$ cat src/sv/update_frame_receiver_unit_macros.svh
// Assertion macros shared by the update frame receiver modules.
// Needs a clock named clk and an active-low reset named rst_n in scope.
`ifndef UPDATE_FRAME_RECEIVER_UNIT_MACROS_SVH
`define UPDATE_FRAME_RECEIVER_UNIT_MACROS_SVH

// Check a property at every clock edge outside reset.
`define UFR_ASSERT_ALWAYS(lbl, prop, msg) \
    lbl: assert property (@(posedge clk) disable iff (!rst_n) (prop)) else $error(msg);

// Check that a condition leads to a consequence in the next cycle.
`define UFR_ASSERT_NEXT(lbl, ante, cons, msg) \
    lbl: assert property (@(posedge clk) disable iff (!rst_n) (ante) |=> (cons)) else $error(msg);

`endif

$ cat src/sv/ufr_pkg.sv
// Package for the update frame receiver: event codes, phases, result types,
// header constants and the bytewise CRC-32 function. Depends on nothing.
package ufr_pkg;

    localparam int          OFFSET_W            = 24;
    localparam int          LENGTH_BITS         = 24;
    localparam logic [31:0] LEN_MASK            = 32'hFFFF_FFFF >> (32 - LENGTH_BITS);
    localparam logic [31:0] MAGIC_WORD          = 32'h3044_5055;
    localparam logic [31:0] CRC_POLY            = 32'hEDB8_8320;
    localparam logic [31:0] CRC_INIT            = 32'hFFFF_FFFF;
    localparam logic [23:0] DEFAULT_MAX_LEN     = 24'd57344;
    localparam int          DEFAULT_CHUNK_BYTES = 256;
    localparam int          MAX_RESULTS         = 3;
    localparam int          QUEUE_DEPTH         = 4;

    typedef enum logic [2:0] {
        EV_HEADER  = 3'd0,
        EV_DROP    = 3'd1,
        EV_LEN_ERR = 3'd2,
        EV_HDR_OK  = 3'd3,
        EV_WRITE   = 3'd4,
        EV_ACK     = 3'd5,
        EV_CRC_ERR = 3'd6,
        EV_IMG_OK  = 3'd7
    } event_t;

    typedef enum logic [1:0] {
        PH_MAGIC   = 2'd0,
        PH_HEADER  = 2'd1,
        PH_PAYLOAD = 2'd2
    } phase_t;

    typedef struct packed {
        event_t                event_res;
        logic [OFFSET_W-1:0]   byte_offset;
        logic [7:0]            write_data;
        logic                  last;
    } result_t;

    typedef struct packed {
        logic [1:0]                   cnt;
        result_t [MAX_RESULTS-1:0]    res;
    } push_t;

    // Reflected CRC-32 update over one byte, register kept non-inverted.
    function automatic logic [31:0] crc_byte(input logic [31:0] crc_in, input logic [7:0] b);
        logic [31:0] c;
        c = crc_in ^ {24'd0, b};
        for (int k = 0; k < 8; k++) begin
            c = (c >> 1) ^ (CRC_POLY & {32{c[0]}});
        end
        return c;
    endfunction

endpackage

$ cat src/sv/ufr_frame_core.sv
// Frame state and per-byte decode for the update frame receiver.
// Depends on ufr_pkg; produces up to three results for each processed byte.
module ufr_frame_core #(
    parameter int CHUNK_BYTES = ufr_pkg::DEFAULT_CHUNK_BYTES
) (
    input  logic                 clk,
    input  logic                 rst_n,
    input  logic [23:0]          max_image_length,
    input  logic                 fire,
    input  logic [7:0]           byte_in,
    output ufr_pkg::push_t       push
);

    localparam int                ChunkW    = (CHUNK_BYTES > 1) ? $clog2(CHUNK_BYTES) : 1;
    localparam logic [ChunkW-1:0] ChunkLast = ChunkW'(CHUNK_BYTES - 1);
    localparam logic [ChunkW-1:0] ChunkOne  = ChunkW'(1);

    ufr_pkg::phase_t                    phase_reg, phase_next;
    logic [3:0]                         header_count_reg, header_count_next;
    logic [31:0]                        header_shift_reg, header_shift_next;
    logic [ufr_pkg::OFFSET_W-1:0]       image_length_reg, image_length_next;
    logic [ufr_pkg::OFFSET_W-1:0]       payload_offset_reg, payload_offset_next;
    logic [31:0]                        running_crc_reg, running_crc_next;
    logic [31:0]                        expected_crc_reg, expected_crc_next;
    logic [ChunkW-1:0]                  chunk_cnt_reg, chunk_cnt_next;

    logic [3:0]                         count_inc;
    logic [ufr_pkg::OFFSET_W-1:0]       offset_inc;
    logic                               done;
    logic                               chunk_end;
    logic [31:0]                        crc_new;

    always_ff @(posedge clk or negedge rst_n) begin
        if (!rst_n) begin
            phase_reg          <= ufr_pkg::PH_MAGIC;
            header_count_reg   <= '0;
            header_shift_reg   <= '0;
            image_length_reg   <= '0;
            payload_offset_reg <= '0;
            running_crc_reg    <= ufr_pkg::CRC_INIT;
            expected_crc_reg   <= '0;
            chunk_cnt_reg      <= '0;
        end else if (fire) begin
            phase_reg          <= phase_next;
            header_count_reg   <= header_count_next;
            header_shift_reg   <= header_shift_next;
            image_length_reg   <= image_length_next;
            payload_offset_reg <= payload_offset_next;
            running_crc_reg    <= running_crc_next;
            expected_crc_reg   <= expected_crc_next;
            chunk_cnt_reg      <= chunk_cnt_next;
        end
    end

    always_comb begin
        phase_next          = phase_reg;
        header_count_next   = header_count_reg;
        header_shift_next   = header_shift_reg;
        image_length_next   = image_length_reg;
        payload_offset_next = payload_offset_reg;
        running_crc_next    = running_crc_reg;
        expected_crc_next   = expected_crc_reg;
        chunk_cnt_next      = chunk_cnt_reg;

        count_inc  = header_count_reg + 4'd1;
        offset_inc = payload_offset_reg + 24'd1;
        done       = (offset_inc == image_length_reg);
        chunk_end  = (chunk_cnt_reg == ChunkLast) || done;
        crc_new    = ufr_pkg::crc_byte(running_crc_reg, byte_in);

        push.cnt = 2'd1;
        for (int k = 0; k < ufr_pkg::MAX_RESULTS; k++) begin
            push.res[k]           = '0;
            push.res[k].event_res = ufr_pkg::EV_HEADER;
            push.res[k].last      = 1'b1;
        end

        unique case (phase_reg)
            ufr_pkg::PH_HEADER: begin
                if (header_count_reg < 4'd4) begin
                    header_shift_next = {byte_in, header_shift_reg[31:8]};
                end else begin
                    expected_crc_next = {byte_in, expected_crc_reg[31:8]};
                end
                if (count_inc < 4'd8) begin
                    header_count_next = count_inc;
                end else begin
                    header_count_next = '0;
                    if ((header_shift_next == 32'd0) || (header_shift_next > ufr_pkg::LEN_MASK)
                        || (header_shift_next > {8'd0, max_image_length})) begin
                        phase_next            = ufr_pkg::PH_MAGIC;
                        header_shift_next     = '0;
                        push.res[0].event_res = ufr_pkg::EV_LEN_ERR;
                    end else begin
                        image_length_next     = header_shift_next[ufr_pkg::OFFSET_W-1:0];
                        payload_offset_next   = '0;
                        running_crc_next      = ufr_pkg::CRC_INIT;
                        chunk_cnt_next        = '0;
                        phase_next            = ufr_pkg::PH_PAYLOAD;
                        push.res[0].event_res = ufr_pkg::EV_HDR_OK;
                    end
                end
            end
            ufr_pkg::PH_PAYLOAD: begin
                running_crc_next        = crc_new;
                payload_offset_next     = offset_inc;
                chunk_cnt_next          = chunk_end ? '0 : chunk_cnt_reg + ChunkOne;
                push.res[0].event_res   = ufr_pkg::EV_WRITE;
                push.res[0].byte_offset = payload_offset_reg;
                push.res[0].write_data  = byte_in;
                push.res[0].last        = !chunk_end;
                if (chunk_end) begin
                    push.cnt              = 2'd2;
                    push.res[1].event_res = ufr_pkg::EV_ACK;
                    push.res[1].last      = !done;
                end
                if (done) begin
                    push.cnt              = 2'd3;
                    push.res[2].event_res = ((~crc_new) == expected_crc_reg)
                                            ? ufr_pkg::EV_IMG_OK : ufr_pkg::EV_CRC_ERR;
                    phase_next            = ufr_pkg::PH_MAGIC;
                    header_count_next     = '0;
                    header_shift_next     = '0;
                end
            end
            default: begin
                // waiting for magic; the unused phase code lands here too
                phase_next        = ufr_pkg::PH_MAGIC;
                header_shift_next = {byte_in, header_shift_reg[31:8]};
                if (count_inc < 4'd4) begin
                    header_count_next = count_inc;
                end else begin
                    header_count_next = '0;
                    if (header_shift_next == ufr_pkg::MAGIC_WORD) begin
                        phase_next = ufr_pkg::PH_HEADER;
                    end else begin
                        push.res[0].event_res = ufr_pkg::EV_DROP;
                    end
                    header_shift_next = '0;
                end
            end
        endcase
    end

endmodule

$ cat src/sv/ufr_result_queue.sv
// Four-entry result queue for the update frame receiver: takes up to three
// results per cycle, releases one. Depends on ufr_pkg and the macro header.
`include "update_frame_receiver_unit_macros.svh"

module ufr_result_queue (
    input  logic               clk,
    input  logic               rst_n,
    input  ufr_pkg::push_t     push,
    input  logic               pop,
    output ufr_pkg::result_t   head,
    output logic               not_empty,
    output logic               space_ok
);

    localparam int PtrW = $clog2(ufr_pkg::QUEUE_DEPTH);
    localparam int CntW = $clog2(ufr_pkg::QUEUE_DEPTH + 1);

    ufr_pkg::result_t   entries_reg [ufr_pkg::QUEUE_DEPTH];
    logic [PtrW-1:0]    wr_ptr_reg, wr_ptr_next;
    logic [PtrW-1:0]    rd_ptr_reg, rd_ptr_next;
    logic [CntW-1:0]    count_reg, count_next;

    always_comb begin
        wr_ptr_next = wr_ptr_reg + PtrW'(push.cnt);
        rd_ptr_next = rd_ptr_reg + PtrW'(pop);
        count_next  = count_reg + CntW'(push.cnt) - CntW'(pop);
    end

    always_ff @(posedge clk or negedge rst_n) begin
        if (!rst_n) begin
            wr_ptr_reg <= '0;
            rd_ptr_reg <= '0;
            count_reg  <= '0;
        end else begin
            wr_ptr_reg <= wr_ptr_next;
            rd_ptr_reg <= rd_ptr_next;
            count_reg  <= count_next;
        end
    end

    always_ff @(posedge clk) begin
        for (int k = 0; k < ufr_pkg::MAX_RESULTS; k++) begin
            if (k < int'(push.cnt)) begin
                entries_reg[wr_ptr_reg + PtrW'(k)] <= push.res[k];
            end
        end
    end

    assign head      = entries_reg[rd_ptr_reg];
    assign not_empty = (count_reg != '0);
    // room for a full burst, counting the slot freed this cycle
    assign space_ok  = (count_reg - CntW'(pop))
                       <= CntW'(ufr_pkg::QUEUE_DEPTH - ufr_pkg::MAX_RESULTS);

    `UFR_ASSERT_ALWAYS(a_count_bound, count_reg <= CntW'(ufr_pkg::QUEUE_DEPTH), "queue overflow")
    `UFR_ASSERT_NEXT(a_count_track, (push.cnt != 2'd0) && !pop, count_reg == $past(count_reg) + CntW'($past(push.cnt)), "queue count lost a push")
    `UFR_ASSERT_ALWAYS(a_ptr_gap, wr_ptr_reg == rd_ptr_reg + PtrW'(count_reg), "queue pointers disagree with count")

endmodule

$ cat src/sv/update_frame_receiver_unit.sv
// Top level of the update frame receiver: input register, frame core and
// result queue. Depends on ufr_pkg, ufr_frame_core, ufr_result_queue, macros.
//
// Use: received image bytes enter on in_valid/in_ready/data_byte, one byte
// per transaction. Each byte yields one to three result transactions on
// out_valid/out_ready (event_res, byte_offset, write_data, last): a plain
// header or payload byte gives one, the last byte of a chunk gives a write
// and an ack, the last payload byte adds the crc error or image ok report.
// last marks the final result of a byte.
// A byte taken is held in the input register, then decoded and pushed
// into the result queue once the queue can absorb a full burst; the queue
// head drives the outputs.
// Throughput: one byte per cycle while each byte gives one result and
// out_ready is high; a byte with two or three results needs as many output
// transactions through the single-result port draining the four-entry queue.
// The limit register max_image_length is written on cfg_valid/cfg_ready,
// always ready; write it only while the block is idle.
// Reset clears the frame state (waiting for magic, CRC all ones), empties
// the queue and loads the default limit. When the receiver stalls, results
// hold in the queue; once it cannot take a full burst the input register
// holds its byte and in_ready drops.
`include "update_frame_receiver_unit_macros.svh"

module update_frame_receiver_unit #(
    parameter int CHUNK_BYTES = ufr_pkg::DEFAULT_CHUNK_BYTES
) (
    input  logic        clk,
    input  logic        rst_n,
    input  logic        in_valid,
    output logic        in_ready,
    input  logic [7:0]  data_byte,
    input  logic        cfg_valid,
    output logic        cfg_ready,
    input  logic [23:0] cfg_data,
    output logic        out_valid,
    input  logic        out_ready,
    output logic [2:0]  event_res,
    output logic [23:0] byte_offset,
    output logic [7:0]  write_data,
    output logic        last
);

    logic               in_vld_reg;
    logic [7:0]         in_byte_reg;
    logic [23:0]        max_len_reg;
    logic               fire;
    logic               space_ok;
    logic               pop;
    ufr_pkg::push_t     core_push;
    ufr_pkg::push_t     queue_push;
    ufr_pkg::result_t   head;

    // Configuration: always take the write.
    assign cfg_ready = 1'b1;

    always_ff @(posedge clk or negedge rst_n) begin
        if (!rst_n) begin
            max_len_reg <= ufr_pkg::DEFAULT_MAX_LEN;
        end else if (cfg_valid) begin
            max_len_reg <= cfg_data;
        end
    end

    // Decode the held byte once the queue can absorb a full burst.
    assign fire     = in_vld_reg && space_ok;
    assign in_ready = !in_vld_reg || fire;

    always_ff @(posedge clk or negedge rst_n) begin
        if (!rst_n) begin
            in_vld_reg <= 1'b0;
        end else if (in_ready) begin
            in_vld_reg <= in_valid;
        end
    end

    always_ff @(posedge clk) begin
        if (in_valid && in_ready) begin
            in_byte_reg <= data_byte;
        end
    end

    ufr_frame_core #(
        .CHUNK_BYTES (CHUNK_BYTES)
    ) u_core (
        .clk              (clk),
        .rst_n            (rst_n),
        .max_image_length (max_len_reg),
        .fire             (fire),
        .byte_in          (in_byte_reg),
        .push             (core_push)
    );

    // Push nothing on cycles without a decoded byte.
    always_comb begin
        queue_push     = core_push;
        queue_push.cnt = fire ? core_push.cnt : 2'd0;
    end

    assign pop = out_valid && out_ready;

    ufr_result_queue u_queue (
        .clk       (clk),
        .rst_n     (rst_n),
        .push      (queue_push),
        .pop       (pop),
        .head      (head),
        .not_empty (out_valid),
        .space_ok  (space_ok)
    );

    assign event_res   = head.event_res;
    assign byte_offset = head.byte_offset;
    assign write_data  = head.write_data;
    assign last        = head.last;

    `UFR_ASSERT_NEXT(a_in_held, in_valid && in_ready, in_vld_reg, "accepted byte not held")
    `UFR_ASSERT_ALWAYS(a_fire_results, !fire || (core_push.cnt != 2'd0), "decoded byte gave no result")
    `UFR_ASSERT_NEXT(a_stall_holds, in_vld_reg && !space_ok, in_vld_reg && $stable(in_byte_reg), "held byte lost during stall")

endmodule
$ cat config.mk
export PLATFORM = sky130hd
export DESIGN_NAME = update_frame_receiver_unit
export DESIGN_NICKNAME = d
export VERILOG_FILES = /design/src/sv/ufr_pkg.sv /design/src/sv/ufr_frame_core.sv /design/src/sv/ufr_result_queue.sv /design/src/sv/update_frame_receiver_unit.sv
export VERILOG_INCLUDE_DIRS = /design/src /design/src/sv
export SDC_FILE = /design/constraint.sdc
export NUM_CORES = 1
export LEC_CHECK = 0
export BUFFER_PORTS_ARGS = -buffer_cell sky130_fd_sc_hd__buf_2
export CORE_UTILIZATION = 41
export DETAILED_ROUTE_END_ITERATION = 8
export HOLD_SLACK_MARGIN = 0.03
export PLACE_DENSITY = 0.67
export SKIP_LAST_GASP = 1
export SLEW_MARGIN = 10
export SYNTH_ARGS = -nofsm -noshare
export SYNTH_HDL_FRONTEND = slang
export SYNTH_SLANG_ARGS = --single-unit
$ cat constraint.sdc
create_clock -name clk -period 5.9 [get_ports clk]
set_clock_uncertainty 0.15 [all_clocks]
set_input_delay 1.18 -clock clk [delete_from_list [all_inputs] [get_ports clk]]
set_output_delay 1.18 -clock clk [all_outputs]
set_load 0.02 [all_outputs]
* Word level (Yosys, flattened, before mapping)
Memories as Yosys holds them, arrays and structs flattened.
Cells that the tools add are included.
** Storage, ports and cells
- Flip-flop bits (word level) :: 198
- Bits in writable memories :: 144
- Input bits :: 37
- Output and inout port bits :: 39
- Word-level logic and storage cells :: 122
- Memories kept :: 1
** Memories
- u_queue.entries_reg :: words 4, width 36, read ports 1, clocked after memory_dff 0, write ports 3, RTL line ufr_result_queue.sv:18 : ufr_pkg::result_t entries_reg [ufr_pkg::QUEUE_DEPTH];
** Cells by class
- Add/subtract/negate cells :: 10
- Order comparisons :: 9
- Eq/ne operators :: 9
- Muxes and demuxes :: 48
- Bitwise logic cells :: 13
- Reduce and logical (&&, ||, !) cells :: 18
** Operators with widths (count)
- 2-to-1 mux 32 bit :: 8
- XOR 31 x 32 -> 32 bit :: 8
- one-hot mux 32 bit (2 select lines) :: 2
- 2-to-1 mux 24 bit :: 2
- one-hot mux 24 bit (2 select lines) :: 1
- 2-to-1 mux 33 bit :: 1
- equality test 32 x 30 -> 1 bit, second input constant :: 1
- equality test 32 bit :: 1
- greater-than comparator 32 x 24 -> 1 bit :: 1
- greater-than comparator 32 x 24 -> 1 bit, second input constant :: 1
- logical NOT 32 bit :: 1
- inverter 32 bit :: 1
- XOR 32 x 8 -> 32 bit :: 1
- adder 24 x 1 -> 24 bit, second input constant :: 1
- equality test 24 bit :: 1
- 2-to-1 mux 8 bit :: 3
- one-hot mux 8 bit (2 select lines) :: 1
- 2-to-1 mux 1 bit :: 12
- 2-to-1 mux 2 bit :: 6
- 2-to-1 mux 3 bit :: 4
- 2-to-1 mux 4 bit :: 3
- 2-to-1 mux 5 bit :: 2
- adder 8 x 1 -> 8 bit, second input constant :: 1
- equality test 8 bit, second input constant :: 1
- 28 further kinds :: 43

* Longest topological paths before layout
- Depth after elaboration :: 18
- Gate-level depth with buffers :: 18
- Mapped depth without buffers :: 13

* Cells and area by module
Synthesis repeated with hierarchy kept, for this count alone.
** Unflattened totals
- Cell total of the unflattened synthesis :: 2044
- Area, all modules :: 20319.5 um^2
** By module, submodules not included
- ufr_frame_core :: times used 1, cells an instance 1098, area an instance 10390.0 um^2, sequential area each 3993.8 um^2
- ufr_result_queue :: times used 1, cells an instance 877, area an instance 8608.3 um^2, sequential area each 4499.3 um^2
- update_frame_receiver_unit :: times used 1, cells an instance 69, area an instance 1321.3 um^2, sequential area each 869.6 um^2

* Worst setup path after synthesis
OpenSTA, ideal clock, no wires.
- Kind :: register to register
- From :: register u_core.header_count_reg[2]
- To :: register u_core.chunk_cnt_reg[3]
- Setup time :: 126 ps
- Arrival :: 3727 ps
- Required time :: 5624 ps
- Path slack :: 1897 ps
- Cell stages (with the launch flop) :: 18
- Buffers on the path :: 6
- Clock period less this slack :: 4003 ps
- Cells stage by stage :: dfrtp_1 > clkbuf_1 > or2_2 > clkbuf_1 > clkbuf_1 > nand2_1 > nand2_1 > ha_1 > a21oi_1 > o21a_1 > o221ai_1 > a2111o_1 > a2111o_1 > clkbuf_1 > and2_1 > buf_2 > buf_2 > a221o_1
** Between the ends
- Cells in the longest elaborated chain, start to end :: 8
- Elaborated cells between the ends (all ways) :: 13
- Classes of those cells :: add/sub (1); order compare (4); eq/ne (2); mux (2); reduce/logical (4)
** Ends and longest elaborated chain
- start, declared :: RTL line ufr_frame_core.sv:19 : logic [3:0] header_count_reg, header_count_next;
- start signal, assigned :: RTL line ufr_frame_core.sv:45 : header_count_reg <= header_count_next;
- < comparator 4 x 3 -> 1 bit :: RTL line ufr_frame_core.sv:80 : if (header_count_reg < 4'd4) begin
- 2-to-1 mux 32 bit :: RTL line ufr_frame_core.sv:80
- 2-to-1 mux 32 bit :: RTL line ufr_frame_core.sv:78 : unique case (phase_reg)
- greater-than comparator 32 x 24 -> 1 bit / logical NOT 32 bit (equally long branches) :: RTL line ufr_frame_core.sv:89 : if ((header_shift_next == 32'd0) || (header_shift_next > ufr_pkg::LEN_MASK)
- logical OR 1 bit :: RTL line ufr_frame_core.sv:89
- logical OR 1 bit :: RTL line ufr_frame_core.sv:90 : || (header_shift_next > {8'd0, max_image_length})) begin
- inequality test 2 bit (no source line)
- AND reduction 4 bit (no source line) *
- end signal, assigned :: RTL line ufr_frame_core.sv:51 : chunk_cnt_reg <= chunk_cnt_next;
- end, declared :: RTL line ufr_frame_core.sv:25 : logic [ChunkW-1:0] chunk_cnt_reg, chunk_cnt_next;
Every way passes the cells marked *; elsewhere a longest branch is shown, timed or not. The select of a mux whose other input is x is not followed.
A chain may end at the register's enable or synchronous reset.

* Final worst setup path
- From :: register u_core.payload_offset_reg[0] in the netlist's numbering
- To :: register u_queue.count_reg[2]
** Between the ends
- Cells in the longest elaborated chain, start to end :: 9
** Ends and longest elaborated chain
- start, declared :: RTL line ufr_frame_core.sv:22 : logic [ufr_pkg::OFFSET_W-1:0] payload_offset_reg, payload_offset_next;
- start signal, assigned :: RTL line ufr_frame_core.sv:48 : payload_offset_reg <= payload_offset_next;
- adder 24 x 1 -> 24 bit * :: RTL line ufr_frame_core.sv:66 : offset_inc = payload_offset_reg + 24'd1;
- equality test 24 bit * :: RTL line ufr_frame_core.sv:67 : done = (offset_inc == image_length_reg);
- logical OR 1 bit :: RTL line ufr_frame_core.sv:68 : chunk_end = (chunk_cnt_reg == ChunkLast) || done;
- 2-to-1 mux 2 bit :: RTL line ufr_frame_core.sv:112 : if (chunk_end) begin
- 2-to-1 mux 5 bit * :: RTL line ufr_frame_core.sv:117 : if (done) begin
- 2-to-1 mux 5 bit * :: RTL line ufr_frame_core.sv:78
- 2-to-1 mux 2 bit * :: RTL line update_frame_receiver_unit.sv:96 : queue_push.cnt = fire ? core_push.cnt : 2'd0;
- adder 3 x 2 -> 3 bit * :: RTL line ufr_result_queue.sv:26 : count_next = count_reg + CntW'(push.cnt) - CntW'(pop);
- subtractor 3 x 1 -> 3 bit * :: RTL line ufr_result_queue.sv:26
- named net u_queue.count_next[2] :: RTL line ufr_result_queue.sv:21 : logic [CntW-1:0] count_reg, count_next;
- end signal, assigned :: RTL line ufr_result_queue.sv:37 : count_reg <= count_next;
- end, declared :: RTL line ufr_result_queue.sv:21
Mark *: on every way through the listed nets, which the timed path passes. The rest lies on a longest branch.

==> results.tsv <==
stage	metric	value	unit
status	status	finished clean	
global_route	GRT Total Usage	0.220	
floorplan	die height	212	µm
logic_synthesis	Most used DFF post-synth	dfrtp_1	
logic_synthesis	Net Count, Synth	1925	
placement	port bufs	74	
sta	Slew Limit Fails	0	
floorplan	Die ar.	44800	µm²
detailed_routing	Avg WL per Cell	19.9	µm
detailed_routing	via count	14400	
placement	RD Place Congestion	0.921	
sta	RSZ-0062 raised after global routing	no	
placement	placed cells	2394	
finish	max reg flops	144	
cts	CTS tree	built	
cts	post_cts resized	0	
logic_synthesis	most common library cells after synthesis	nand2_1 (238), dfrtp_1 (155), a21oi_1 (134), nand3_1 (134), dfxtp_1 (132)	
min_path	Worst Hold Class	flip-flop to flip-flop	
logic_synthesis	Post-synth ARST share	0.556	
cts	clk sinks	342	
sta	min Tclk post-route	4.80	ns
sta	crit share post-route	0.813	
global_route	vias in the first global route	13600	
critical_path	crit path max fanout	17	
critical_path	crit path DAT	5.08	ns
sta	Max-slew headroom	0.309	
critical_path	startpoint class of the critical path	flip-flop	
logic_synthesis	share of the yosys chip area belonging to registers	0.446	
logic_synthesis	most common cell in the netlist	nand2_1	
power	static leakage	8.47	nW
global_route	initial antenna violation count	0	
placement	Detail Placement HPWL	32800	µm
floorplan	Die Wd	212	µm
sta	final setup vio count	0	
job	Max-Cap Viols	0	
logic_synthesis	number of synthesized flops with an enable pin	20	
finish	fraction of layout cells with a size suffix above 1	0.186	
logic_synthesis	cell taking the most area after synthesis	dfrtp_1	
logic_synthesis	Synth warnings	0	
logic_synthesis	synthesized cell area	18000	µm²
logic_synthesis	syn_area_per_cell	9.75	µm²
sta	WHS	0.300	ns
floorplan	Top Ports	76	
placement	dpl cell area	18800	µm²
sta	Fin Setup TNS	0	ns
cts	htree depth	2	
cts	CTS Buf Count	39	
power	pwr dens	378	nW/µm²
finish	area growth from synthesis to layout	11.2	%
global_route	total grt overflow	0	
floorplan	Core Region	43300	µm²
detailed_routing	ANT nets after route	0	
critical_path	required time worst endpoint	6.18	ns
power	VDD IR-drop max	0.000386	V
detailed_routing	final WL	49100	µm
finish	Post-Layout Inst Area	20100	µm²
detailed_routing	Iteration-0 DRC Markers	1286	
cts	setup bufs post-CTS	0	
logic_synthesis	largest cells by area after synthesis	dfrtp_1 (22%), dfxtp_1 (15%), dfstp_2 (5.1%), nand2_1 (5.0%), mux4_2 (4.5%)	
detailed_routing	DRC Markers	0	
floorplan	Initial Util	0.417	
sta	Fmax	208	MHz
logic_synthesis	Post-Synthesis Cells	1850	
global_route	global-route wire length before repair	77800	µm
logic_synthesis	area fraction of the dominant cell type after synthesis	0.215	
floorplan	Row Count	76	
sta	Final Hold Fails	0	
cts	CTS Buffer Depth	3	
detailed_routing	DR pass1 iterations	6	
critical_path	critical path capture point type	flip-flop	
global_route	largest net degree at the start of global routing	119	
cts	Clock Latency Late Sink	0.56	ns
finish	Antenna diodes	0	
logic_synthesis	FF+latch count, synth	342	
cts	cts hold-fix bufs	0	
cts	CTS Root Cell	clkbuf_16	
cts	clock transition at the registers of the reported paths	0.06	ns
detailed_routing	Via density	5.83	
sta	actual slew at the worst max-slew pin	1.04	ns
finish	fin nets	1925	
critical_path	Setup CP Type	flip-flop to flip-flop	
logic_synthesis	Unique masters post-synth	83	
finish	Non-Filler Instances	2466	
critical path, cell delays in order, from the launching register on:
cell      delay (ns)
dfrtp_1         0.58
ha_1            0.38
nand4_1         0.34
nor4_2          0.58
nand4b_1        0.25
a211oi_1        0.32
and4_1          0.36
nand4_4         0.34
a21oi_1         0.38
inv_1           0.09
ha_1            0.28
inv_1           0.05
fa_1            0.45
xnor2_1         0.14
final timing paths:
check	from	to	slack, ns	depth (start not counted)
worst min register to register	u_queue.entries_reg[2][4]	u_queue.entries_reg[2][4]	0.30	2
max in group asynchronous	rst_n	u_core.running_crc_reg[21]	3.74	2
worst min-delay path	u_queue.entries_reg[2][4]	u_queue.entries_reg[2][4]	0.30	2
worst max register to register	u_core.payload_offset_reg[0]	u_queue.count_reg[2]	1.10	13
min in group asynchronous	rst_n	u_queue.rd_ptr_reg[1]	0.58	1
worst max-delay path	u_core.payload_offset_reg[0]	u_queue.count_reg[2]	1.10	13
stage by stage:
step	util	worst slack (ns)	total power, mW
final	0.464	1.10	7.59
after global routing	0.464	0.713	7.95
after CTS	0.464	1.10	7.60
after detailed placement	0.434	0.981	5.18
after global placement	0.434	1.07	5.14
after floorplan	-	1.90	4.48
cell families (layout without fill, tap and decap cells):
kind of cell	after synthesis	in the layout	share of synthesized area
and+or+nand+nor	651	651	0.175
adders and majority gates	38	38	0.0268
xor gates and xnor gates	140	140	0.0816
muxes	100	100	0.0845
AOI/OAI and AO/OA	386	386	0.140
buffers and inverters	192	223	0.0454
DFF	342	342	0.446
other	1	1	0.000208
routing by layer:
metal | up-vias | part of all wire | GRT usage
met1 | 7089 | 0.45 | 0.315
li1 | 6650 | - | -
met4 | 0 | 0.022 | 0.0715
met3 | 83 | 0.066 | 0.0312
met5 | - | 0 | 0
met2 | 553 | 0.46 | 0.343
where the power goes:
group / switching [mW] / internal (mW)
clock: 0.992 / 1.42
combinational: 1.41 / 0.938
sequential: 0.288 / 2.55
layout make-up:
type	instances	area, µm²
Timing Repair Buffer	110	649
Sequential cell	342	8040
Inverter	41	154
Multi-Input combinational cell	1316	9220
Clock inverter	14	134
Clock buffer	58	1130
Tap cell	585	732
Fill cell	4044	23200
cell usage in the layout (no fill, tap or decap), types with 11 or more instances in the layout:
master	synthesis	final
nand2_1	238	237
dfrtp_1	155	154
nand3_1	134	134
a21oi_1	134	134
dfxtp_1	132	132
buf_2	30	73
xnor2_1	72	72
nor2_1	72	71
o21ai_0	62	62
mux2_2	57	57
nor3_1	55	53
xor2_1	48	48
inv_1	40	40
a31oi_1	40	40
clkbuf_16	0	40
and3_1	37	37
mux4_2	36	36
ha_1	37	36
buf_4	10	36
dfstp_2	35	35
a22o_1	33	33
a21oi_2	21	21
edfxtp_1	20	20
nand4_1	18	18
o31ai_1	16	16
nor4_1	15	15
and2_1	13	12
clkbuf_1	101	12
or3_1	11	11
or4_1	11	11
(Power assumes the default switching activity.)
